### config.mk
export PLATFORM = sky130hd
export DESIGN_NAME = raster_run_segmenter_flat
export DESIGN_NICKNAME = d
export VERILOG_FILES = /design/src/hdl/rrs_pkg.sv /design/src/hdl/rrs_req_if.sv /design/src/hdl/rrs_rsp_if.sv /design/src/hdl/rrs_front.sv /design/src/hdl/rrs_queue.sv /design/src/hdl/rrs_back.sv /design/src/hdl/raster_run_segmenter.sv /design/src/flat_wrapper.sv
export SDC_FILE = /design/constraint.sdc
export NUM_CORES = 1
export LEC_CHECK = 0
export BUFFER_PORTS_ARGS = -buffer_cell sky130_fd_sc_hd__buf_2
export CAP_MARGIN = 30
export CORE_MARGIN = 2
export CORE_UTILIZATION = 55
export CTS_CLUSTER_DIAMETER = 30
export CTS_CLUSTER_SIZE = 28
export DETAILED_ROUTE_END_ITERATION = 8
export PLACE_DENSITY = 0.76
export SLEW_MARGIN = 20
export SYNTH_ARGS = -nofsm -noshare
export SYNTH_HDL_FRONTEND = slang
export SYNTH_SLANG_ARGS = --single-unit
### constraint.sdc
create_clock -name clock -period 4.7 [get_ports clock]
set_input_delay 0.47 -clock clock [delete_from_list [all_inputs] [get_ports clock]]
set_output_delay 0.47 -clock clock [all_outputs]
set_load 0.005 [all_outputs]
### src/hdl/rrs_pkg.sv
// Shared types, widths and register codes for the raster run segmenter.
package rrs_pkg;

   localparam int DEF_MAX_WIDTH   = 64;
   localparam int DEF_MAX_ROWS    = 64;
   localparam int DEF_QUEUE_DEPTH = 4;

   localparam int PIX_W       = 2;
   localparam int START_W     = 6;
   localparam int END_W       = 7;
   localparam int ROW_OUT_W   = 6;
   localparam int DEPTH_W     = 10;
   localparam int ROW_WIDTH_W = 7;
   localparam int CSR_IDX_W   = 2;
   localparam int CSR_DATA_W  = 10;

   localparam logic [ROW_WIDTH_W-1:0] RST_ROW_WIDTH  = 7'd50;
   localparam logic [DEPTH_W-1:0]     RST_DEPTH_ONE   = 10'd60;
   localparam logic [DEPTH_W-1:0]     RST_DEPTH_TWO   = 10'd30;
   localparam logic [DEPTH_W-1:0]     RST_DEPTH_THREE = 10'd0;

   localparam logic [PIX_W-1:0] LEVEL_NONE  = 2'd0;
   localparam logic [PIX_W-1:0] LEVEL_ONE   = 2'd1;
   localparam logic [PIX_W-1:0] LEVEL_TWO   = 2'd2;
   localparam logic [PIX_W-1:0] LEVEL_THREE = 2'd3;

   typedef enum logic [CSR_IDX_W-1:0] {
      CSR_ROW_WIDTH   = 2'd0,
      CSR_DEPTH_ONE   = 2'd1,
      CSR_DEPTH_TWO   = 2'd2,
      CSR_DEPTH_THREE = 2'd3
   } csr_reg_type;

   typedef struct packed {
      logic [DEPTH_W-1:0] one;
      logic [DEPTH_W-1:0] two;
      logic [DEPTH_W-1:0] three;
   } depth_cfg_type;

   // Everything one pixel closes: an optional run ended by a level change
   // and an optional run ended by the row boundary.
   typedef struct packed {
      logic                 has_a;
      logic [START_W-1:0]   a_start;
      logic [END_W-1:0]     a_end;
      logic [PIX_W-1:0]     a_level;
      logic                 has_b;
      logic [START_W-1:0]   b_start;
      logic [END_W-1:0]     b_end;
      logic [PIX_W-1:0]     b_level;
      logic [ROW_OUT_W-1:0] row;
   } seg_pair_type;

   typedef struct packed {
      logic [START_W-1:0]   start;
      logic [END_W-1:0]     end_col;
      logic [ROW_OUT_W-1:0] row;
      logic [PIX_W-1:0]     level;
      logic                 last;
   } seg_out_type;

endpackage

### src/hdl/rrs_req_if.sv
// Pixel request channel.
interface rrs_req_if;
   import rrs_pkg::*;

   logic             valid;
   logic             ready;
   logic [PIX_W-1:0] pixel_level;

   modport source (output valid, output pixel_level, input ready);
   modport sink   (input valid, input pixel_level, output ready);
endinterface

### src/hdl/rrs_rsp_if.sv
// Segment response channel.
interface rrs_rsp_if;
   import rrs_pkg::*;

   logic                 valid;
   logic                 ready;
   logic [START_W-1:0]   seg_start;
   logic [END_W-1:0]     seg_end;
   logic [ROW_OUT_W-1:0] seg_row;
   logic [PIX_W-1:0]     seg_level;
   logic [DEPTH_W-1:0]   seg_depth;
   logic                 last_of_item;

   modport source (output valid, output seg_start, output seg_end, output seg_row,
                   output seg_level, output seg_depth, output last_of_item,
                   input ready);
   modport sink   (input valid, input seg_start, input seg_end, input seg_row,
                   input seg_level, input seg_depth, input last_of_item,
                   output ready);
endinterface

### src/hdl/rrs_front.sv
// Front end: tracks column, row and open run, classifies each pixel.
module rrs_front #(
   parameter int MAX_WIDTH = rrs_pkg::DEF_MAX_WIDTH,
   parameter int MAX_ROWS  = rrs_pkg::DEF_MAX_ROWS
) (
   input  logic                             clock,
   input  logic                             reset,
   rrs_req_if.sink                          req_ch,
   input  logic [rrs_pkg::ROW_WIDTH_W-1:0]  row_width,
   input  logic                             queue_full,
   output logic                             push,
   output rrs_pkg::seg_pair_type            push_data
);
   import rrs_pkg::*;

   localparam int COL_W   = (MAX_WIDTH > 1) ? $clog2(MAX_WIDTH) : 1;
   localparam int ROW_W   = (MAX_ROWS > 1) ? $clog2(MAX_ROWS) : 1;
   localparam int SPAN_W  = $clog2(MAX_WIDTH + 1);
   localparam int CMP_W   = (SPAN_W > ROW_WIDTH_W) ? SPAN_W : ROW_WIDTH_W;

   logic [COL_W-1:0] col_ff, col_in;
   logic [ROW_W-1:0] row_ff, row_in;
   logic             run_open_ff, run_open_in;
   logic [PIX_W-1:0] run_level_ff, run_level_in;
   logic [COL_W-1:0] run_start_ff, run_start_in;

   logic [CMP_W-1:0] width_raw;
   logic [CMP_W-1:0] width_eff;
   logic [CMP_W-1:0] col_next;
   logic             row_end;
   logic             accept;
   logic             close_a;
   logic             still_open;
   logic             new_open;
   logic             open_mid;
   logic             close_b;
   logic [PIX_W-1:0] level;

   assign level        = req_ch.pixel_level;
   assign req_ch.ready = !queue_full;
   assign accept       = req_ch.valid && !queue_full;

   // Effective width: zero acts as one, anything past the maximum is clamped.
   assign width_raw = CMP_W'(row_width);
   always_comb begin
      if (width_raw == '0) begin
         width_eff = CMP_W'(1);
      end else if (width_raw > CMP_W'(MAX_WIDTH)) begin
         width_eff = CMP_W'(MAX_WIDTH);
      end else begin
         width_eff = width_raw;
      end
   end

   assign col_next = CMP_W'(col_ff) + CMP_W'(1);
   assign row_end  = (col_next >= width_eff);

   assign close_a    = run_open_ff && (level != run_level_ff);
   assign still_open = run_open_ff && !close_a;
   assign new_open   = !still_open && (level != LEVEL_NONE);
   assign open_mid   = still_open || new_open;
   assign close_b    = row_end && open_mid;

   always_comb begin
      run_level_in = new_open ? level : run_level_ff;
      run_start_in = new_open ? col_ff : run_start_ff;
      run_open_in  = open_mid && !row_end;
      if (row_end) begin
         col_in = '0;
         row_in = (row_ff == ROW_W'(MAX_ROWS - 1)) ? '0 : row_ff + ROW_W'(1);
      end else begin
         col_in = COL_W'(col_next);
         row_in = row_ff;
      end
   end

   always_comb begin
      push_data.has_a   = close_a;
      push_data.a_start = START_W'(run_start_ff);
      push_data.a_end   = END_W'(col_ff);
      push_data.a_level = run_level_ff;
      push_data.has_b   = close_b;
      push_data.b_start = START_W'(run_start_in);
      push_data.b_end   = END_W'(col_next);
      push_data.b_level = run_level_in;
      push_data.row     = ROW_OUT_W'(row_ff);
   end

   assign push = accept && (close_a || close_b);

   always_ff @(posedge clock) begin
      if (reset) begin
         col_ff       <= '0;
         row_ff       <= '0;
         run_open_ff  <= 1'b0;
         run_level_ff <= '0;
         run_start_ff <= '0;
      end else if (accept) begin
         col_ff       <= col_in;
         row_ff       <= row_in;
         run_open_ff  <= run_open_in;
         run_level_ff <= run_level_in;
         run_start_ff <= run_start_in;
      end
   end

endmodule

### src/hdl/rrs_queue.sv
// Small FIFO of segment pairs between front and back.
module rrs_queue #(
   parameter int DEPTH = rrs_pkg::DEF_QUEUE_DEPTH
) (
   input  logic                  clock,
   input  logic                  reset,
   input  logic                  push,
   input  rrs_pkg::seg_pair_type push_data,
   output logic                  full,
   input  logic                  pop,
   output rrs_pkg::seg_pair_type pop_data,
   output logic                  empty
);
   import rrs_pkg::*;

   localparam int PTR_W = (DEPTH > 1) ? $clog2(DEPTH) : 1;
   localparam int CNT_W = $clog2(DEPTH + 1);

   seg_pair_type     mem [DEPTH];
   logic [PTR_W-1:0] wr_ptr_ff, wr_ptr_in;
   logic [PTR_W-1:0] rd_ptr_ff, rd_ptr_in;
   logic [CNT_W-1:0] count_ff, count_in;

   assign full     = (count_ff == CNT_W'(DEPTH));
   assign empty    = (count_ff == '0);
   assign pop_data = mem[rd_ptr_ff];

   always_comb begin
      wr_ptr_in = wr_ptr_ff;
      rd_ptr_in = rd_ptr_ff;
      count_in  = count_ff;
      if (push) begin
         wr_ptr_in = (wr_ptr_ff == PTR_W'(DEPTH - 1)) ? '0 : wr_ptr_ff + PTR_W'(1);
      end
      if (pop) begin
         rd_ptr_in = (rd_ptr_ff == PTR_W'(DEPTH - 1)) ? '0 : rd_ptr_ff + PTR_W'(1);
      end
      if (push && !pop) begin
         count_in = count_ff + CNT_W'(1);
      end else if (pop && !push) begin
         count_in = count_ff - CNT_W'(1);
      end
   end

   always_ff @(posedge clock) begin
      if (reset) begin
         wr_ptr_ff <= '0;
         rd_ptr_ff <= '0;
         count_ff  <= '0;
      end else begin
         wr_ptr_ff <= wr_ptr_in;
         rd_ptr_ff <= rd_ptr_in;
         count_ff  <= count_in;
      end
   end

   always_ff @(posedge clock) begin
      if (push) begin
         mem[wr_ptr_ff] <= push_data;
      end
   end

endmodule

### src/hdl/rrs_back.sv
// Back end: splits segment pairs into single segments, looks up depth.
module rrs_back (
   input  logic                   clock,
   input  logic                   reset,
   input  logic                   queue_empty,
   input  rrs_pkg::seg_pair_type  pop_data,
   output logic                   pop,
   input  rrs_pkg::depth_cfg_type depth_cfg,
   rrs_rsp_if.source              rsp_ch
);
   import rrs_pkg::*;

   logic               out_valid_ff, out_valid_in;
   seg_out_type        out_seg_ff, out_seg_in;
   logic [DEPTH_W-1:0] out_depth_ff, out_depth_in;
   logic               pend_ff, pend_in;
   seg_out_type        pend_seg_ff, pend_seg_in;

   seg_out_type        seg_a;
   seg_out_type        seg_b;
   logic               load;

   function automatic logic [DEPTH_W-1:0] depth_for(input logic [PIX_W-1:0] lvl,
                                                    input depth_cfg_type cfg);
      logic [DEPTH_W-1:0] d;
      case (lvl)
         LEVEL_ONE:   d = cfg.one;
         LEVEL_TWO:   d = cfg.two;
         LEVEL_THREE: d = cfg.three;
         default:     d = '0;
      endcase
      return d;
   endfunction

   always_comb begin
      seg_a.start   = pop_data.a_start;
      seg_a.end_col = pop_data.a_end;
      seg_a.row     = pop_data.row;
      seg_a.level   = pop_data.a_level;
      seg_a.last    = !pop_data.has_b;
      seg_b.start   = pop_data.b_start;
      seg_b.end_col = pop_data.b_end;
      seg_b.row     = pop_data.row;
      seg_b.level   = pop_data.b_level;
      seg_b.last    = 1'b1;
   end

   assign load = !out_valid_ff || rsp_ch.ready;
   assign pop  = load && !pend_ff && !queue_empty;

   always_comb begin
      out_valid_in = out_valid_ff;
      out_seg_in   = out_seg_ff;
      pend_in      = pend_ff;
      pend_seg_in  = pend_seg_ff;
      if (load) begin
         if (pend_ff) begin
            out_valid_in = 1'b1;
            out_seg_in   = pend_seg_ff;
            pend_in      = 1'b0;
         end else if (!queue_empty) begin
            out_valid_in = 1'b1;
            out_seg_in   = pop_data.has_a ? seg_a : seg_b;
            pend_in      = pop_data.has_a && pop_data.has_b;
            pend_seg_in  = seg_b;
         end else begin
            out_valid_in = 1'b0;
         end
      end
      out_depth_in = depth_for(out_seg_in.level, depth_cfg);
   end

   always_ff @(posedge clock) begin
      if (reset) begin
         out_valid_ff <= 1'b0;
         pend_ff      <= 1'b0;
      end else begin
         out_valid_ff <= out_valid_in;
         pend_ff      <= pend_in;
      end
   end

   always_ff @(posedge clock) begin
      out_seg_ff   <= out_seg_in;
      out_depth_ff <= out_depth_in;
      pend_seg_ff  <= pend_seg_in;
   end

   assign rsp_ch.valid        = out_valid_ff;
   assign rsp_ch.seg_start    = out_seg_ff.start;
   assign rsp_ch.seg_end      = out_seg_ff.end_col;
   assign rsp_ch.seg_row      = out_seg_ff.row;
   assign rsp_ch.seg_level    = out_seg_ff.level;
   assign rsp_ch.seg_depth    = out_depth_ff;
   assign rsp_ch.last_of_item = out_seg_ff.last;

endmodule

### src/hdl/raster_run_segmenter.sv
// Top level of the raster run segmenter: CSRs, front end, queue, back end.
//
//  channel   dir  handshake        payload
//  req_ch    in   valid / ready    pixel_level[1:0]
//  rsp_ch    out  valid / ready    seg_start, seg_end, seg_row, seg_level,
//                                  seg_depth, last_of_item
//  csr_*     in   csr_we (no wait) csr_index[1:0], csr_wdata[9:0]
//
//  Cycles: one pixel accepted per clock unless the queue is full; one segment
//  leaves per clock while rsp_ch.ready is high. A pixel that closes two runs
//  yields two segments; the queue between front and back absorbs the difference.
//  Path: accepted pixel -> queue -> registered output stage -> rsp_ch.
//  Reset: synchronous, clears run tracking, queue and output stage, and loads
//  the CSR defaults (width 50, depths 60 / 30 / 0).
//  Stalls: req_ch.ready drops only when the queue is full; pixels that close
//  no run are still gated by that same ready.
module raster_run_segmenter #(
   parameter int MAX_WIDTH   = rrs_pkg::DEF_MAX_WIDTH,
   parameter int MAX_ROWS    = rrs_pkg::DEF_MAX_ROWS,
   parameter int QUEUE_DEPTH = rrs_pkg::DEF_QUEUE_DEPTH
) (
   input  logic                            clock,
   input  logic                            reset,
   rrs_req_if.sink                         req_ch,
   rrs_rsp_if.source                       rsp_ch,
   input  logic                            csr_we,
   input  logic [rrs_pkg::CSR_IDX_W-1:0]   csr_index,
   input  logic [rrs_pkg::CSR_DATA_W-1:0]  csr_wdata
);
   import rrs_pkg::*;

   // config registers
   logic [ROW_WIDTH_W-1:0] row_width_ff;
   depth_cfg_type          depth_cfg_ff;

   // front -> queue -> back
   logic         push;
   seg_pair_type push_data;
   logic         queue_full;
   logic         pop;
   seg_pair_type pop_data;
   logic         queue_empty;

   always_ff @(posedge clock) begin
      if (reset) begin
         row_width_ff       <= RST_ROW_WIDTH;
         depth_cfg_ff.one   <= RST_DEPTH_ONE;
         depth_cfg_ff.two   <= RST_DEPTH_TWO;
         depth_cfg_ff.three <= RST_DEPTH_THREE;
      end else if (csr_we) begin
         case (csr_reg_type'(csr_index))
            CSR_ROW_WIDTH:   row_width_ff       <= csr_wdata[ROW_WIDTH_W-1:0];
            CSR_DEPTH_ONE:   depth_cfg_ff.one   <= csr_wdata[DEPTH_W-1:0];
            CSR_DEPTH_TWO:   depth_cfg_ff.two   <= csr_wdata[DEPTH_W-1:0];
            CSR_DEPTH_THREE: depth_cfg_ff.three <= csr_wdata[DEPTH_W-1:0];
            default: ;
         endcase
      end
   end

   // Front: column / row counters and the open run; emits what each pixel closes.
   rrs_front #(
      .MAX_WIDTH (MAX_WIDTH),
      .MAX_ROWS  (MAX_ROWS)
   ) u_front (
      .clock      (clock),
      .reset      (reset),
      .req_ch     (req_ch),
      .row_width  (row_width_ff),
      .queue_full (queue_full),
      .push       (push),
      .push_data  (push_data)
   );

   // Decoupling queue, one entry per pixel that closed at least one run.
   rrs_queue #(
      .DEPTH (QUEUE_DEPTH)
   ) u_queue (
      .clock     (clock),
      .reset     (reset),
      .push      (push),
      .push_data (push_data),
      .full      (queue_full),
      .pop       (pop),
      .pop_data  (pop_data),
      .empty     (queue_empty)
   );

   // Back: one segment per clock, unless rsp_ch stalls, into the output register.
   rrs_back u_back (
      .clock       (clock),
      .reset       (reset),
      .queue_empty (queue_empty),
      .pop_data    (pop_data),
      .pop         (pop),
      .depth_cfg   (depth_cfg_ff),
      .rsp_ch      (rsp_ch)
   );

endmodule

### src/flat_wrapper.sv
// flat-port wrapper written by rule: the top's interface ports become plain ports
module raster_run_segmenter_flat import rrs_pkg::*;
#(
   parameter int MAX_WIDTH   = rrs_pkg::DEF_MAX_WIDTH,
   parameter int MAX_ROWS    = rrs_pkg::DEF_MAX_ROWS,
   parameter int QUEUE_DEPTH = rrs_pkg::DEF_QUEUE_DEPTH
)
  (clock, reset, csr_we, csr_index, csr_wdata, req_ch_valid, req_ch_pixel_level, req_ch_ready, rsp_ch_valid, rsp_ch_seg_start, rsp_ch_seg_end, rsp_ch_seg_row, rsp_ch_seg_level, rsp_ch_seg_depth, rsp_ch_last_of_item, rsp_ch_ready);
  rrs_req_if req_ch_i ();
  rrs_rsp_if rsp_ch_i ();
  input  logic clock;
  input  logic reset;
  input  logic csr_we;
  input  logic [rrs_pkg::CSR_IDX_W-1:0] csr_index;
  input  logic [rrs_pkg::CSR_DATA_W-1:0] csr_wdata;
  input wire logic [$bits(req_ch_i.valid)-1:0] req_ch_valid;
  input wire logic [$bits(req_ch_i.pixel_level)-1:0] req_ch_pixel_level;
  output wire logic [$bits(req_ch_i.ready)-1:0] req_ch_ready;
  output wire logic [$bits(rsp_ch_i.valid)-1:0] rsp_ch_valid;
  output wire logic [$bits(rsp_ch_i.seg_start)-1:0] rsp_ch_seg_start;
  output wire logic [$bits(rsp_ch_i.seg_end)-1:0] rsp_ch_seg_end;
  output wire logic [$bits(rsp_ch_i.seg_row)-1:0] rsp_ch_seg_row;
  output wire logic [$bits(rsp_ch_i.seg_level)-1:0] rsp_ch_seg_level;
  output wire logic [$bits(rsp_ch_i.seg_depth)-1:0] rsp_ch_seg_depth;
  output wire logic [$bits(rsp_ch_i.last_of_item)-1:0] rsp_ch_last_of_item;
  input wire logic [$bits(rsp_ch_i.ready)-1:0] rsp_ch_ready;
  assign req_ch_i.valid = req_ch_valid;
  assign req_ch_i.pixel_level = req_ch_pixel_level;
  assign req_ch_ready = req_ch_i.ready;
  assign rsp_ch_valid = rsp_ch_i.valid;
  assign rsp_ch_seg_start = rsp_ch_i.seg_start;
  assign rsp_ch_seg_end = rsp_ch_i.seg_end;
  assign rsp_ch_seg_row = rsp_ch_i.seg_row;
  assign rsp_ch_seg_level = rsp_ch_i.seg_level;
  assign rsp_ch_seg_depth = rsp_ch_i.seg_depth;
  assign rsp_ch_last_of_item = rsp_ch_i.last_of_item;
  assign rsp_ch_i.ready = rsp_ch_ready;
  raster_run_segmenter #(.MAX_WIDTH(MAX_WIDTH), .MAX_ROWS(MAX_ROWS), .QUEUE_DEPTH(QUEUE_DEPTH)) u_core (.clock(clock), .reset(reset), .req_ch(req_ch_i), .rsp_ch(rsp_ch_i), .csr_we(csr_we), .csr_index(csr_index), .csr_wdata(csr_wdata));
endmodule
Word-level counts from Yosys, hierarchy flattened
Memories as Yosys holds them, arrays and structs flattened. A register that Yosys moved wholly into a read port is not among the register bits.
Cells that the tools add are included.
{ "totals": {"ff_bits": 120, "ramBits": 148, "out_inout_bits": 34, "elab_cells": 107, "mem_count": 1} }
{ "mem_list": {"columns": ["memory", "words", "word_bits", "rd", "rd_clocked_by_memory_dff", "write_ports", "line_no", "source"], "rows": [
  ["u_core.u_queue.mem", 4, 37, 1, 1, 1, "rrs_queue.sv:19", "seg_pair_type mem [DEPTH];"]
]} }
{ "op_classes": {"n_addsub": 6, "n_lt_le_gt_ge": 2, "n_eq_ne": 12, "mux": 23, "bitwise_logic": 2, "reduce_logical": 37} }
{ "ops": {"columns": ["operator", "n"], "rows": [
  ["two-way mux 22 bit", 3],
  ["case mux 10 bit (3 select lines)", 1],
  ["two-way mux 6 bit", 3],
  ["two-way mux 7 bit", 2],
  ["== test 2 bit (second input constant)", 6],
  ["logical AND 1 bit", 12],
  ["AND reduction 2 bit", 6],
  ["zero test 1 bit", 10],
  ["two-way mux 2 bit", 5],
  ["two-way mux 3 bit", 3],
  ["adder 6 x 1 -> 7 bit (second input constant)", 1],
  [">= comparator 7 bit", 1],
  ["greater-than comparator 7 bit (second input constant)", 1],
  ["zero test 7 bit", 1],
  ["adder 6 x 1 -> 6 bit (second input constant)", 1],
  ["== test 6 bit (second input constant)", 1],
  ["two-way mux 1 bit", 6],
  ["adder 2 x 1 -> 2 bit (second input constant)", 2],
  ["== test 2 x 1 -> 1 bit (second input constant)", 2],
  ["nonzero test 2 bit", 2],
  ["adder 3 x 1 -> 3 bit (second input constant)", 1],
  ["== test 3 bit (second input constant)", 1],
  ["zero test 3 bit", 1],
  ["logical OR 1 bit", 3],
  ["other kinds (6)", 7]
]} }

Logic depth before layout (Yosys ltp)
Gate-level depths: netlist (run 1).
{ "depth": {"depth_word": 14, "ltp_mapped": 15, "mapped_depth_nobuf": 15} }

Hierarchy
A second synthesis (run 1) with hierarchy kept.
{ "unflattened": {"hier_cells": 735, "hier_area_um2": 11113.2} }
{ "modules_own_cells": {"columns": ["module", "n_inst", "cells_each", "area_each_um2"], "rows": [
  ["rrs_queue", 1, 242, 5938.2],
  ["rrs_back", 1, 194, 2394.8],
  ["raster_run_segmenter", 1, 142, 1486.4],
  ["rrs_front", 1, 157, 1293.7]
]} }

Worst setup path after synthesis (run 1)
OpenSTA, ideal clock, no wires.
{ "synth_timing": {"path_kind": "flip-flop to flip-flop", "start": "reg u_core.u_front.col_ff[0]", "end": "mem u_core.u_queue.mem[3][0] in the netlist's numbering (enable)", "setup_time_ns": 0.398, "arrival_time_ns": 3.077, "t_required_ns": 4.302, "path_slack_ns": 1.225, "path_stages_with_launch": 11, "n_path_buf": 0, "cell_sequence": "dfxtp_1 ha_1 nand3_1 xnor2_1 ha_1 a21o_1 a21o_1 a21oi_1 o21a_1 o31ai_2 and2_1"} }
{ "synth_rtl": {"columns": ["element", "line_no", "source"], "rows": [
  ["start, declared", "rrs_front.sv:21", "logic [COL_W-1:0] col_ff, col_in;"],
  ["start signal, assigned", "rrs_front.sv:99", "col_ff <= col_in;"],
  ["end, declared", "rrs_queue.sv:19", null]
]} }

==> summary by stage, run 1 <==
Run status
The flow ran to the end, and the final reports show no timing, DRC or antenna violations.

Pwr
The design draws about 0.008 W. The leakage power is 4.633 nW. Sequential cells account for just under 40% of the total power. The switching power is approximately 0.0022 W. The share of total power dissipated in the clock network is about 41%. Power spread over the standard cell area amounts to between 600 and 700 nW/um2. The relative contribution of combinational cells to total power is about a fifth. The switching share of power is ~27%. Across the VDD grid, the largest voltage drop is about 0.00034 V. The internal portion of total power is ~0.006 W.

Final layout
The count of nets after finishing is 823. The top cell types in the final layout, fill and taps aside, are 189 x sky130_fd_sc_hd__edfxtp_1, 91 x sky130_fd_sc_hd__nand2_1, 80 x sky130_fd_sc_hd__dfxtp_1. The number of antenna diodes in the final layout is 0. The register cell area after layout is 7298 um2. Leaving out fill and tap cells, the most frequent cell in the layout is sky130_fd_sc_hd__edfxtp_1. Compared with the post-synthesis result, the final layout area differs by 19.56%.

The share of final-layout standard cells stronger than drive strength 1 is a little under a quarter. The total area of multi-input combinational cells is 3064 um2. For this run, the number of standard cells in the final layout without fillers is about 1100. The number of filler instances in the final layout is roughly 1200.

Floorplanning
The floorplan has 50 rows. The die is roughly 140 um tall. The core region area is roughly 19000 um2.

The floorplan step defined a die boundary enclosing just over 20000 um2. The initial utilization of the core area, before any placement, comes to ~56%. The boundary pin count is 53. From left edge to right edge, the die measures 142.6 um.

Global route
For this run, the total global-route usage over all layers was measured as between 20% and 30%. The via count of the first global-routing pass was about 6600. Global routing finished with a remaining overflow of 0. The largest net degree at the start of global routing is between 40 and 50.

The first global-routing pass estimated 34450 um of wire. The initial antenna violation count is 0.

Placement
Routability-driven placement finished with a final weighted congestion of 0.7935. The half-perimeter wire length after detailed placement is about 12000 um. Buffers placed on the I/O ports in this run total 52. The number of cells after detailed placement is roughly 1000.

Synth
The synthesized instance count is 713. For this run, the leading register cell type out of synthesis is sky130_fd_sc_hd__edfxtp_1. Synthesis produced a netlist with a net count of around 750. The count of warnings emitted by yosys is 0.

The average instance in the mapped netlist occupies between 10 and 15 um2. The library cell with the largest summed area after synthesis is sky130_fd_sc_hd__edfxtp_1. The number of different library cells used by synthesis comes to 47. Synthesis inferred 270 register bits. Of all flip-flops after synthesis, the portion carrying an async set or reset was 0%. The cell area after technology mapping is about 11000 um2.

The area share of the largest cell type after synthesis is between 50% and 60%. Of the synthesized area, sequential elements account for just under 70%. Ranked by total cell area, the synthesized netlist is headed by sky130_fd_sc_hd__edfxtp_1 54%, sky130_fd_sc_hd__dfxtp_1 15%, sky130_fd_sc_hd__mux4_2 7.9%, sky130_fd_sc_hd__nand2_1 3.2%, sky130_fd_sc_hd__mux2i_1 2.9%. Yosys mapped a number of flops with a built-in enable equal to between 150 and 200.

Clock tree
The number of buffers inserted during clock tree synthesis is 42. Once the clock tree was built, the resizer swapped 0 gates to a different size. The number of clock sinks is 270.

The number of buffers inserted for hold repair after clock tree synthesis is 0. The number of levels the H-tree was split into is 2. The post-CTS repair timing setup buffer count is 0. The clock passes through at most 3 buffers. The clock latency of the later-clocked register in the worst-skew pair is about 0.52 ns. The CTS root buffer is sky130_fd_sc_hd__clkbuf_16. The clock-pin slew of the registers on the worst-case setup and hold paths is around 0.05 ns. The TritonCTS clock tree is yes.

STA
The minimum period implied by the final worst setup slack is 4.082 ns. Setup repair after global routing left no endpoint under its margin. The post-route fraction of the period consumed by the critical path is 86.85%. For the pin with the worst max-slew slack, the measured transition is 0.8637 ns. Derived from the worst setup path, the maximum achievable clock frequency is 245.0 MHz. The final setup violation count is 0.

The worst slew slack as a fraction of its limit is between 40% and 50%. The number of failing hold endpoints at the final stage is 0. The accumulated negative setup slack is 0 ns. The number of max-slew violations in the final report is 0. The worst-case clock skew is 0.02015 ns.

Critical path
Data arrives at the worst endpoint at between 4 and 5 ns. The critical path starts at u_core.u_front.col_ff[0]. In this run the critical register-to-register path is captured at u_core.u_queue.count_ff[2]. The depth of the most critical reg-to-reg path is 15.

The flop-to-flop setup slack is ~0.6 ns. STA classifies the critical path endpoint as a register. STA classifies the critical path startpoint as a register.

STA puts the critical path data required time at 5.13 ns. The startpoint of the lowest-slack register-to-register path is u_core.u_front.col_ff[0]. The most critical setup path has its endpoint at u_core.u_queue.count_ff[2]. The critical path in this run is classified as reg2reg. Of all nets on the critical path, the largest fanout is 10.

Job
The tool flagged a number of max-cap violations equal to 0.

Route
The post-detailed-route DRC marker count is 0. Signal routing reaches up to met4. The wire length on met3 is between 1000 and 1500 um. Using the TritonRoute via totals, the vias-per-cell ratio works out to a little under 6. The total length of routed wires is roughly 22000 um. The number of nets still failing antenna checks after routing is 0. In the final routed layout, each cell accounts on average for just over 20 um.

For this run, the detailed router's first-pass iteration total came to 5. The wire length on met2 is about 11000 um. The post-route met1 wirelength is approximately 8500 um. The detailed router finished its first iteration with 429 violations.

The routed layout has approximately 6200 vias.

Worst hold path
The tightest min-delay check is of the in2reg type.
-- logic make-up after synthesis --
logic type	synth area share (%)
compound gates	6.063
xor+xnor	1.078
fa+ha+maj	1.966
buf+inv	1.930
flops	69.07
mux	11.68
simple gates	8.219
-- registers in the layout (all words and copies together) (netlist names), named ones only --
| name | cells |
|---|---|
| u_core.depth_cfg_ff | 30 |
| u_core.row_width_ff | 7 |
| u_core.u_back.pend_ff | 1 |
| u_core.u_back.pend_seg_ff | 21 |
| u_core.u_back.rsp_ch.last_of_item | 1 |
| u_core.u_back.rsp_ch.seg_depth | 10 |
| u_core.u_back.rsp_ch.seg_end | 7 |
| u_core.u_back.rsp_ch.seg_level | 2 |
| u_core.u_back.rsp_ch.seg_row | 6 |
| u_core.u_back.rsp_ch.seg_start | 6 |
| u_core.u_back.rsp_ch.valid | 1 |
| u_core.u_front.col_ff | 6 |
| u_core.u_front.row_ff | 6 |
| u_core.u_front.run_level_ff | 2 |
| u_core.u_front.run_open_ff | 1 |
| u_core.u_front.run_start_ff | 6 |
| u_core.u_queue.count_ff | 3 |
| u_core.u_queue.mem | 148 |
| u_core.u_queue.rd_ptr_ff | 2 |
| u_core.u_queue.wr_ptr_ff | 2 |
-- cells in the mapped netlist, drive strengths merged (5+ instances only) --
cell     number
a21o          6
a21oi        35
a22o          6
and2          6
buf          12
clkbuf       20
dfxtp        81
edfxtp      189
ha           15
inv          12
mux2          8
mux2i        31
mux4         37
nand2        91
nand2b        6
nand3        14
nand3b        8
nor2         47
nor2b         5
nor3          8
o21a          8
o21ai        19
o2bb2ai      10
xnor2         7
xor2          6
-- final cells by class --
| class | count | area share (%) |
|---|---|---|
| Tap cell | 234 | 2.318 |
| Clock inverter | 25 | 3.071 |
| Inverter | 12 | 0.3566 |
| Multi-Input combinational cell | 399 | 24.26 |
| Clock buffer | 52 | 9.350 |
| Timing Repair Buffer | 63 | 2.872 |
| Sequential cell | 270 | 57.78 |
-- power by group through the flow --
| stage | clock [W] | sequential [W] | combinational, W |
|---|---|---|---|
| 2_1_floorplan | 0 | 0.00319 | 0.00115 |
| 3_3_place_gp | 0 | 0.00319 | 0.00157 |
| 3_5_place_dp | 0 | 0.00321 | 0.00164 |
| 4_1_cts | 0.00342 | 0.00317 | 0.00166 |
| 5_1_grt | 0.00352 | 0.00320 | 0.00179 |
| 6_report | 0.00338 | 0.00317 | 0.00164 |
-- worst min path at each step --
| stage | from | to | slack, ns | depth (start not counted) |
|---|---|---|---|---|
| final | csr_wdata[9] | u_core.depth_cfg_ff[19] | 0.23 | 3 |
| after global routing | csr_wdata[9] | u_core.depth_cfg_ff[29] | 0.22 | 3 |
| after CTS | csr_wdata[9] | u_core.depth_cfg_ff[29] | 0.21 | 3 |
| after detailed placement | u_core.depth_cfg_ff[16] | u_core.u_back.rsp_ch.seg_depth[6] | 0.44 | 1 |
| after global placement | u_core.depth_cfg_ff[26] | u_core.depth_cfg_ff[26] | 0.44 | 2 |
| after floorplan | u_core.depth_cfg_ff[10] | u_core.u_back.rsp_ch.seg_depth[0] | 0.43 | 1 |
-- per-layer routing --
layer  track usage [%]  vias up
met4             8.755        0
met2             38.84      241
li1                  -     2825
met5                 0        -
met1             26.93     3073
met3             4.408       50
-- stage by stage --
step | hold slack, ns | utilization [%] | area (um2) | setup WS (ns)
5_1_grt | 0.2238 | 67.31 | 12630 | 0.3218
3_5_place_dp | 0.4449 | 58.95 | 11060 | 0.7227
6_report | 0.2297 | 67.31 | 12630 | 0.6180
4_1_cts | 0.2133 | 67.31 | 12630 | 0.6331
2_1_floorplan | 0.4322 | - | 10570 | 1.225
3_3_place_gp | 0.4406 | 58.76 | 11030 | 0.8955
-- worst max-delay path, stage by stage (launching register included) --
cell and delay (ns):
sky130_fd_sc_hd__dfxtp_1 0.52, sky130_fd_sc_hd__ha_1 0.28, sky130_fd_sc_hd__nand3_1 0.13, sky130_fd_sc_hd__xnor2_1 0.37, sky130_fd_sc_hd__ha_1 0.21, sky130_fd_sc_hd__a21o_1 0.11
sky130_fd_sc_hd__a21o_1 0.10, sky130_fd_sc_hd__a21oi_1 0.08, sky130_fd_sc_hd__o21a_1 0.18, sky130_fd_sc_hd__o31ai_2 0.53, sky130_fd_sc_hd__ha_1 0.30, sky130_fd_sc_hd__inv_1 0.09
sky130_fd_sc_hd__fa_1 0.44, sky130_fd_sc_hd__xor2_1 0.18, sky130_fd_sc_hd__or3_1 0.32, sky130_fd_sc_hd__a21oi_1 0.14
No activity file was read; power rests on OpenSTA's default activity.
==> run 2: changes to the inputs <==
--- a/config.mk
+++ b/config.mk
@@ -9,6 +9,7 @@
 export CAP_MARGIN = 30
 export CORE_MARGIN = 2
 export CORE_UTILIZATION = 55
+export CTS_BUF_LIST = sky130_fd_sc_hd__clkbuf_4 sky130_fd_sc_hd__clkbuf_8
 export CTS_CLUSTER_DIAMETER = 30
 export CTS_CLUSTER_SIZE = 28
 export DETAILED_ROUTE_END_ITERATION = 8
==> summary by stage, run 2 (same netlist as run 1, synthesis figures left out) <==
Final layout
From synthesis to final layout, the design area changed by 15.12%. The largest registers in the layout are u_core.u_queue.mem: 148 flops, u_core.depth_cfg_ff: 30 flops, u_core.u_back.pend_seg_ff: 21 flops. In the layout the commonest cells are 189 x sky130_fd_sc_hd__edfxtp_1, 91 x sky130_fd_sc_hd__nand2_1, 80 x sky130_fd_sc_hd__dfxtp_1. The register bank with the most flops is u_core.u_queue.mem. The most common library cell in the layout ignoring fill and taps is sky130_fd_sc_hd__edfxtp_1. The antenna cell count came to 0 (unchanged). The count of nets after finishing is 823 (unchanged).

The number of filler instances in the final layout is 1311 (+5.3%). The register cell area after layout is 7298 um2 (unchanged). The final standard cell area without fillers is 12160 um2 (-3.7%). The total area of multi-input combinational cells is 3064 um2 (unchanged).

The share of final-layout standard cells stronger than drive strength 1 came to 23.39% (+0.37 points). The number of flip-flops under the largest register name came to 148 (unchanged).

Job
The count of maximum capacitance violations is 0 (unchanged).

STA
The minimum setup slack in the final design is 0.6388 ns (+0.02079 ns). The worst slew slack as a fraction of its limit came to 41.61% (-0.75 points). The accumulated negative setup slack is 0 ns (unchanged). The final setup violation count was 0 (unchanged). The slew at the pin with the worst max-slew slack is 0.8749 ns (+0.01120 ns). The maximum frequency from static timing analysis was 246.2 MHz (+0.51%). Setup repair after global routing left no endpoint under its margin. The worst hold margin is 0.2042 ns (-0.02548 ns). The number of failing hold endpoints at the final stage came to 0 (unchanged). The number of max-slew violations in the final report is 0 (unchanged). The worst-case clock skew is 0.02758 ns (+0.007425 ns). The post-route fraction of the period consumed by the critical path is 86.41% (-0.44 points). The minimum period implied by the final worst setup slack is 4.061 ns (-0.02079 ns).

Pwr
The maximum VDD drop is 0.0004453 V (+31%). The power density normalized to cell area was 599.0 nW/um2 (-7.7%). The total power of the final layout was 0.007285 W (-11%).

The leakage power is 4.420 nW (-4.6%).

Critical path
The capture instance of the worst register-to-register path is u_core.u_queue.count_ff[2]. The depth of the most critical reg-to-reg path is 15 (unchanged). The data required time at the worst endpoint came to 5.16 ns (+0.03 ns).

The critical path in this run is classified as reg2reg. The worst register-to-register path begins at u_core.u_front.col_ff[0]. The largest driver fanout on the critical path came to 10 (unchanged).

The critical path data arrival time came to 4.52 ns (about the same). The nature of the critical path startpoint is a register. The flop-to-flop setup slack was 0.64 ns (+0.02 ns).

The endpoint type of the worst setup path is a register.

Global route
The layer flagged by global routing as most heavily used is met2. The first-pass GRT wire length came to 32920 um (-4.4%). The remaining global-route overflow is 0 (unchanged). The routing usage on met3 came to 4.879% (+0.47 points).

The overall global routing resource usage was 21.04% (-1.1 points). The largest net degree at the start of global routing came to 42 (unchanged). The met2 demand-to-capacity share in global routing is 36.77% (-2.1 points). The initial antenna violation count is 0 (unchanged). The met1 track utilization from global routing is 26.04% (-0.89 points). The via count of the first global-routing pass was 6394 (-2.9%).

Route
The number of detailed-routing iterations run before antenna repair came to 5 (unchanged). The detailed-route via count came to 6072 (-1.9%). The via-per-instance ratio was 5.755 (-1.9%). The post-detailed-route DRC marker count came to 0 (unchanged). The first-iteration detailed-routing DRC count is 407 (-5.1%). The detailed-route wire length per cell came to 19.42 um (-5.1%). The number of nets still failing antenna checks after routing came to 0 (unchanged). The total length of routed wires is 20480 um (-5.1%).

Clock tree
The clock latency of the later-clocked register in the worst-skew pair is 0.55 ns (+0.03 ns). The post-CTS repair timing setup buffer count came to 0 (unchanged). The number of clock sinks is 270 (unchanged). The number of buffers inserted for hold repair after clock tree synthesis was 0 (unchanged). The clock tree buffer depth came to 3 (unchanged). TritonCTS built the clock tree. The number of levels the H-tree was split into is 2 (unchanged). The number of buffers inserted during clock tree synthesis was 42 (unchanged). The number of gates resized after cts is 0 (unchanged). The tree is rooted in a sky130_fd_sc_hd__clkbuf_8. The clock-pin slew of the registers on the worst-case setup and hold paths is 0.06 ns (about the same).

Placement
The count of buffers inserted at the top-level ports is 52 (unchanged). The final weighted congestion in routability-driven placement is 0.7935 (unchanged). The post-placement cell area is 11060 um2 (unchanged). The worst setup timing slack at the placement stage is 0.7227 ns (unchanged). The half-perimeter wire length after detailed placement is 12490 um (unchanged).

Worst hold path
The worst hold path stage count is 3 (unchanged). The worst hold path begins at csr_wdata[9]. The worst hold path belongs to the class in2reg. The worst hold path terminates at u_core.depth_cfg_ff[19].

Floorplanning
The number of placement rows is 50 (unchanged). The die width is 142.6 um (unchanged). The initial core utilization is 56.29% (unchanged). The boundary pin count came to 53 (unchanged). The core region area was 18770 um2 (unchanged). The area enclosed by the die boundary was 20330 um2 (unchanged). The height of the die is 142.6 um (unchanged).

Run status
The flow ran to the end, and the final reports show no timing, DRC or antenna violations.
==> run 2: changes by cell type in the layout (fill, tap and decap cells not counted), sizes merged <==
cell,previous run,this run
clkinvlp,1,2
clkbuf,52,51
bufinv,9,10
inv,19,18
==> run 2: worst max-delay path by stage <==
stage | slack [ns] | depth (start not counted) | start | end
after global placement | 0.90 | 15 | u_core.u_front.col_ff[0] | u_core.u_queue.count_ff[2]
after floorplan | 1.23 | 10 | u_core.u_front.col_ff[0] | u_core.u_queue.mem[3][0]
final | 0.64 | 15 | u_core.u_front.col_ff[0] | u_core.u_queue.count_ff[2]
after detailed placement | 0.72 | 15 | u_core.u_front.col_ff[0] | u_core.u_queue.count_ff[2]
after CTS | 0.67 | 15 | u_core.u_front.col_ff[0] | u_core.u_queue.count_ff[2]
after global routing | 0.40 | 15 | u_core.u_front.col_ff[0] | u_core.u_queue.count_ff[2]
==> run 2: through the flow <==
| stage | util (%) | std cells |
|---|---|---|
| final | 64.81 | 1055 |
| after global placement | 58.76 | 976 |
| after global routing | 64.81 | 1055 |
| after CTS | 64.81 | 1055 |
| after floorplan | - | 713 |
| after detailed placement | 58.95 | 978 |
==> run 2: worst max-delay path, cell delays in order, from the launching register on <==
cell and delay, ns:
sky130_fd_sc_hd__dfxtp_1 0.53, sky130_fd_sc_hd__ha_1 0.28, sky130_fd_sc_hd__nand3_1 0.13, sky130_fd_sc_hd__xnor2_1 0.39
sky130_fd_sc_hd__ha_1 0.21, sky130_fd_sc_hd__a21o_1 0.11, sky130_fd_sc_hd__a21o_1 0.10, sky130_fd_sc_hd__a21oi_1 0.08
sky130_fd_sc_hd__o21a_1 0.18, sky130_fd_sc_hd__o31ai_2 0.52, sky130_fd_sc_hd__ha_1 0.30, sky130_fd_sc_hd__inv_1 0.08
sky130_fd_sc_hd__fa_1 0.43, sky130_fd_sc_hd__xor2_1 0.18, sky130_fd_sc_hd__or3_1 0.32, sky130_fd_sc_hd__a21oi_1 0.14
==> run 2: cell type report <==
cell class / count / area share, %
clock buffer: 51 / 5.617
clock inverter: 26 / 3.426
inverter: 12 / 0.3703
multi-input combinational: 399 / 25.19
sequential: 270 / 60.00
tap: 234 / 2.407
timing repair buffer: 63 / 2.983
==> run 2: per-layer routing <==
metal  routed length, um  vias to the layer above  share of wire [%]
met5                   0                        -                  0
met1                8429                     3001                 41
met2               10330                      215                 50
li1                    -                     2816                  -
met3                1319                       40                6.4
met4                 403                        0                2.0
==> run 2: report_power, final <==
group | switching (W) | leakage [nW] | internal (W)
sequential | 0.000135 | 2.42 | 0.00302
clock | 0.000960 | 0.559 | 0.00154
combinational | 0.000954 | 1.44 | 0.000669
==> run 3: changes to the inputs <==
--- a/config.mk
+++ b/config.mk
@@ -17,4 +17,5 @@
 export SLEW_MARGIN = 20
 export SYNTH_ARGS = -nofsm -noshare
 export SYNTH_HDL_FRONTEND = slang
+export SYNTH_HIERARCHICAL = 1
 export SYNTH_SLANG_ARGS = --single-unit
==> summary by stage, run 3 <==
Synth
The adder-cell area share of the yosys netlist is 1.869% (-0.097 points). The sequential-to-total area share from yosys stat is 66.74% (-2.3 points). The average cell area after synthesis is 15.12 um2 (+2.0%).

The count of warnings emitted by yosys is 6 (+6). The simple logic cell fraction of the synthesized area is 8.129% (-0.090 points). The count of different cell masters after synthesis was 58 (+23%). The synthesis-stage register bit count is 274 (+1.5%).

The post-synthesis share of cell area spent on xor and xnor gates is 0.6305% (-0.45 points). The area share of the largest cell type after synthesis is 52.15% (-1.6 points). Counting instances in the post-synthesis netlist gives the leading cell types as 193 x sky130_fd_sc_hd__edfxtp_1, 81 x sky130_fd_sc_hd__dfxtp_1, 63 x sky130_fd_sc_hd__mux2i_1. The number of enable-type register cells in the synthesized netlist is 193 (+2.1%).

The synthesized instance count came to 735 (+3.1%). Among all flip-flop cells after synthesis, the most frequent one is sky130_fd_sc_hd__edfxtp_1. The share of flip-flops with an asynchronous set or reset after synthesis is 0% (unchanged). Yosys instantiated no cell more often than sky130_fd_sc_hd__edfxtp_1. The number of nets in the synthesized netlist is 770 (+2.9%). The cell area after technology mapping is 11110 um2 (+5.2%). The synthesized design spends more area on one cell type than any other, namely sky130_fd_sc_hd__edfxtp_1.

The synthesized-area fraction occupied by ao, oa, aoi and oai cells came to 5.517% (-0.55 points). After synthesis, the largest family of logic cells by area is multiplexers. The multiplexer share of the synthesized area is 14.02% (+2.3 points). Yosys attributes the largest share of cell area to sky130_fd_sc_hd__edfxtp_1 52%, sky130_fd_sc_hd__dfxtp_1 15%, sky130_fd_sc_hd__mux4_2 7.7%, sky130_fd_sc_hd__mux2i_1 5.7%, sky130_fd_sc_hd__nand2b_1 2.1%.

Global route
The initial antenna violation count is 0 (unchanged). The via count of the first global-routing pass is 6678 (+4.4%). The largest net degree at the start of global routing is 51 (+21%).

The remaining global-route overflow came to 0 (unchanged). The first-pass GRT wire length is 35630 um (+8.2%). The overall global routing resource usage is 21.20% (+0.16 points).

Final layout
The antenna cell count was 0 (unchanged). The number of flip-flops under the largest register name is 152 (+2.7%). The share of final-layout standard cells stronger than drive strength 1 is 24.26% (+0.88 points). The library cell used most frequently in the layout, excluding fill and tap cells, is sky130_fd_sc_hd__edfxtp_1. The count of nets after finishing came to 846 (+2.8%). Relative to the synthesized area, the layout overhead comes to 13.25%.

In the layout the commonest cells are 193 x sky130_fd_sc_hd__edfxtp_1, 80 x sky130_fd_sc_hd__dfxtp_1, 63 x sky130_fd_sc_hd__mux2i_1. The register bank with the most flops is u_core/u_queue/mem. The largest registers in the layout are u_core/u_queue/mem: 152 flops, u_core/depth_cfg_ff: 30 flops, u_core/u_back/pend_seg_ff: 21 flops.

STA
The slew at the pin with the worst max-slew slack is 0.9428 ns (+0.06785 ns). The worst-case clock skew is 0.03189 ns (+0.004314 ns). Setup repair after global routing left no endpoint under its margin. The maximum frequency from static timing analysis is 226.7 MHz (-7.9%). The accumulated negative setup slack is 0 ns (unchanged).

The final setup violation count came to 0 (unchanged). The number of max-slew violations in the final report was 0 (unchanged). The worst slew slack as a fraction of its limit was 36.35% (-5.3 points). The number of failing hold endpoints at the final stage came to 0 (unchanged). The post-route fraction of the period consumed by the critical path is 93.85% (+7.4 points). The minimum period implied by the final worst setup slack is 4.411 ns (+0.3499 ns).

Critical path
Traced cell by cell, the critical path runs through ha_1, nand3_1, xnor2_2, ha_1, nand4_1, o311a_1, nor2_1, o21a_1, ha_1, inv_1, fa_1, xor2_1, or3_1, a21oi_1. The critical path data arrival time came to 4.88 ns (+0.36 ns). The largest driver fanout on the critical path is 17 (+7). The slowest stage of the critical path belongs to the cell sky130_fd_sc_hd__o311a_1. The launching element of the worst setup path is u_core/u_front/col_ff[0]. In this design, the critical path's most frequently occurring cell is sky130_fd_sc_hd__ha_1. STA classifies the critical path endpoint as a register. The data required time at the worst endpoint was 5.17 ns (about the same). The worst setup path is of the reg2reg kind. The startpoint of the lowest-slack register-to-register path is u_core/u_front/col_ff[0]. The nature of the critical path startpoint is a register. The biggest cell delay along the critical path was 0.59 ns (+0.06 ns).

Placement
The final weighted congestion in routability-driven placement is 0.8600 (+8.4%). The half-perimeter wire length after detailed placement is 13890 um (+11%). The count of buffers inserted at the top-level ports came to 52 (unchanged).

Route
The post-detailed-route DRC marker count is 0 (unchanged). The detailed-route wire length per cell is 20.24 um (+4.2%). The via-per-instance ratio is 5.822 (+1.2%). The number of nets still failing antenna checks after routing is 0 (unchanged). The number of detailed-routing iterations run before antenna repair is 5 (unchanged).

The detailed-route via count is 6486 (+6.8%). The total length of routed wires came to 22550 um (+10%). The first-iteration detailed-routing DRC count is 450 (+11%).

Clock tree
The clock tree buffer depth was 3 (unchanged). The clock latency of the later-clocked register in the worst-skew pair is 0.56 ns (about the same). The CTS root buffer is sky130_fd_sc_hd__clkbuf_8. The number of buffers inserted during clock tree synthesis came to 48 (+14%).

The TritonCTS clock tree is yes. The number of buffers inserted for hold repair after clock tree synthesis came to 0 (unchanged). The clock-pin slew of the registers on the worst-case setup and hold paths is 0.07 ns (about the same).

The number of levels the H-tree was split into is 2 (unchanged). The number of clock sinks came to 274 (+1.5%).

Floorplanning
The core region area is 19650 um2 (+4.7%). The area enclosed by the die boundary is 21360 um2 (+5.0%). The height of the die is 146.1 um (+2.5%). The number of placement rows is 51 (+2.0%). The initial core utilization is 56.54% (+0.25 points). The boundary pin count is 53 (unchanged). The die width is 146.1 um (+2.5%).

Pwr
The maximum VDD drop was 0.0002597 V (-42%). The power density normalized to cell area is 565.2 nW/um2 (-5.6%). The leakage power is 4.634 nW (+4.8%).

The total power of the final layout is 0.007114 W (-2.4%).

Worst hold path
The worst hold path begins at csr_wdata[4]. The path class of the tightest hold or removal check is in2reg.

Run status
The run finished with clean final reports.

Job
The count of maximum capacitance violations was 0 (unchanged).
-- run 3: cells by family after synthesis --
family | Yosys count
flip-flops | 274
AND/OR/NAND/NOR | 182
multiplexers | 107
AO/OA/AOI/OAI | 86
buffers and inverters | 61
adder cells (fa/ha/maj) | 16
XOR/XNOR | 8
other | 1
-- run 3: report_power, final --
part	leakage, nW	switching, W	internal [W]
clock network	0.502	0.00107	0.00117
logic	1.64	0.000996	0.000707
registers	2.49	0.000152	0.00302
-- run 3: worst paths after layout --
path                                                     endpoint  slack, ns  cells past startpoint
worst max-delay path                   u_core/u_queue/count_ff[2]       0.29                     14
worst min-delay path                       u_core/depth_cfg_ff[4]       0.23                      3
worst max register to register         u_core/u_queue/count_ff[2]       0.29                     14
worst min register to register  u_core/u_back/rsp_ch.seg_depth[2]       0.46                      2
-- run 3: metrics by stage --
step           cell area, um2  hold slack (ns)  setup slack [ns]  utilization, %  cells
2_1_floorplan           11110           0.4340             1.132               -    735
3_3_place_gp            11540           0.4451            0.5596           58.73   1024
3_5_place_dp            11560           0.4546            0.2853           58.81   1025
4_1_cts                 12570           0.1979            0.2118           63.96   1113
5_1_grt                 12590           0.2304           0.03326           64.04   1114
6_report                12590           0.2262            0.2889           64.04   1114
-- run 3: cell type report --
| type | count | area (um2) |
|---|---|---|
| fillers | 1420 | 7068 |
| well taps | 265 | 331.6 |
| repair buffers | 67 | 380.4 |
| inverters | 20 | 75.07 |
| flip-flops and latches | 274 | 7418 |
| clock buffers | 51 | 689.4 |
| clock inverters | 37 | 322.8 |
| multi-input cells | 400 | 3368 |
-- run 3: what timing repair did --
action                                  4_1_cts  5_1_grt
buffers inserted                              0        0
hold endpoints to repair                      0        0
endpoints found under the setup margin        0        1
gates resized for setup                       0        1
-- run 3: critical path, delay by kind of cell (launching register included) --
kind	cells	cell delay (ns)
and+or+nand+nor	4	0.92
AOI/OAI and AO/OA	3	1.10
buffers and inverters	1	0.07
adders and majority gates	4	1.32
DFF	1	0.54
xor gates and xnor gates	2	0.38
-- run 3: per-layer routing --
layer,up-vias,wire [um],GRT usage [%]
li1,2942,-,-
met1,3280,9280,27.82
met2,224,11320,35.09
met3,40,1461,4.406
met4,0,490,8.204
met5,-,0,0
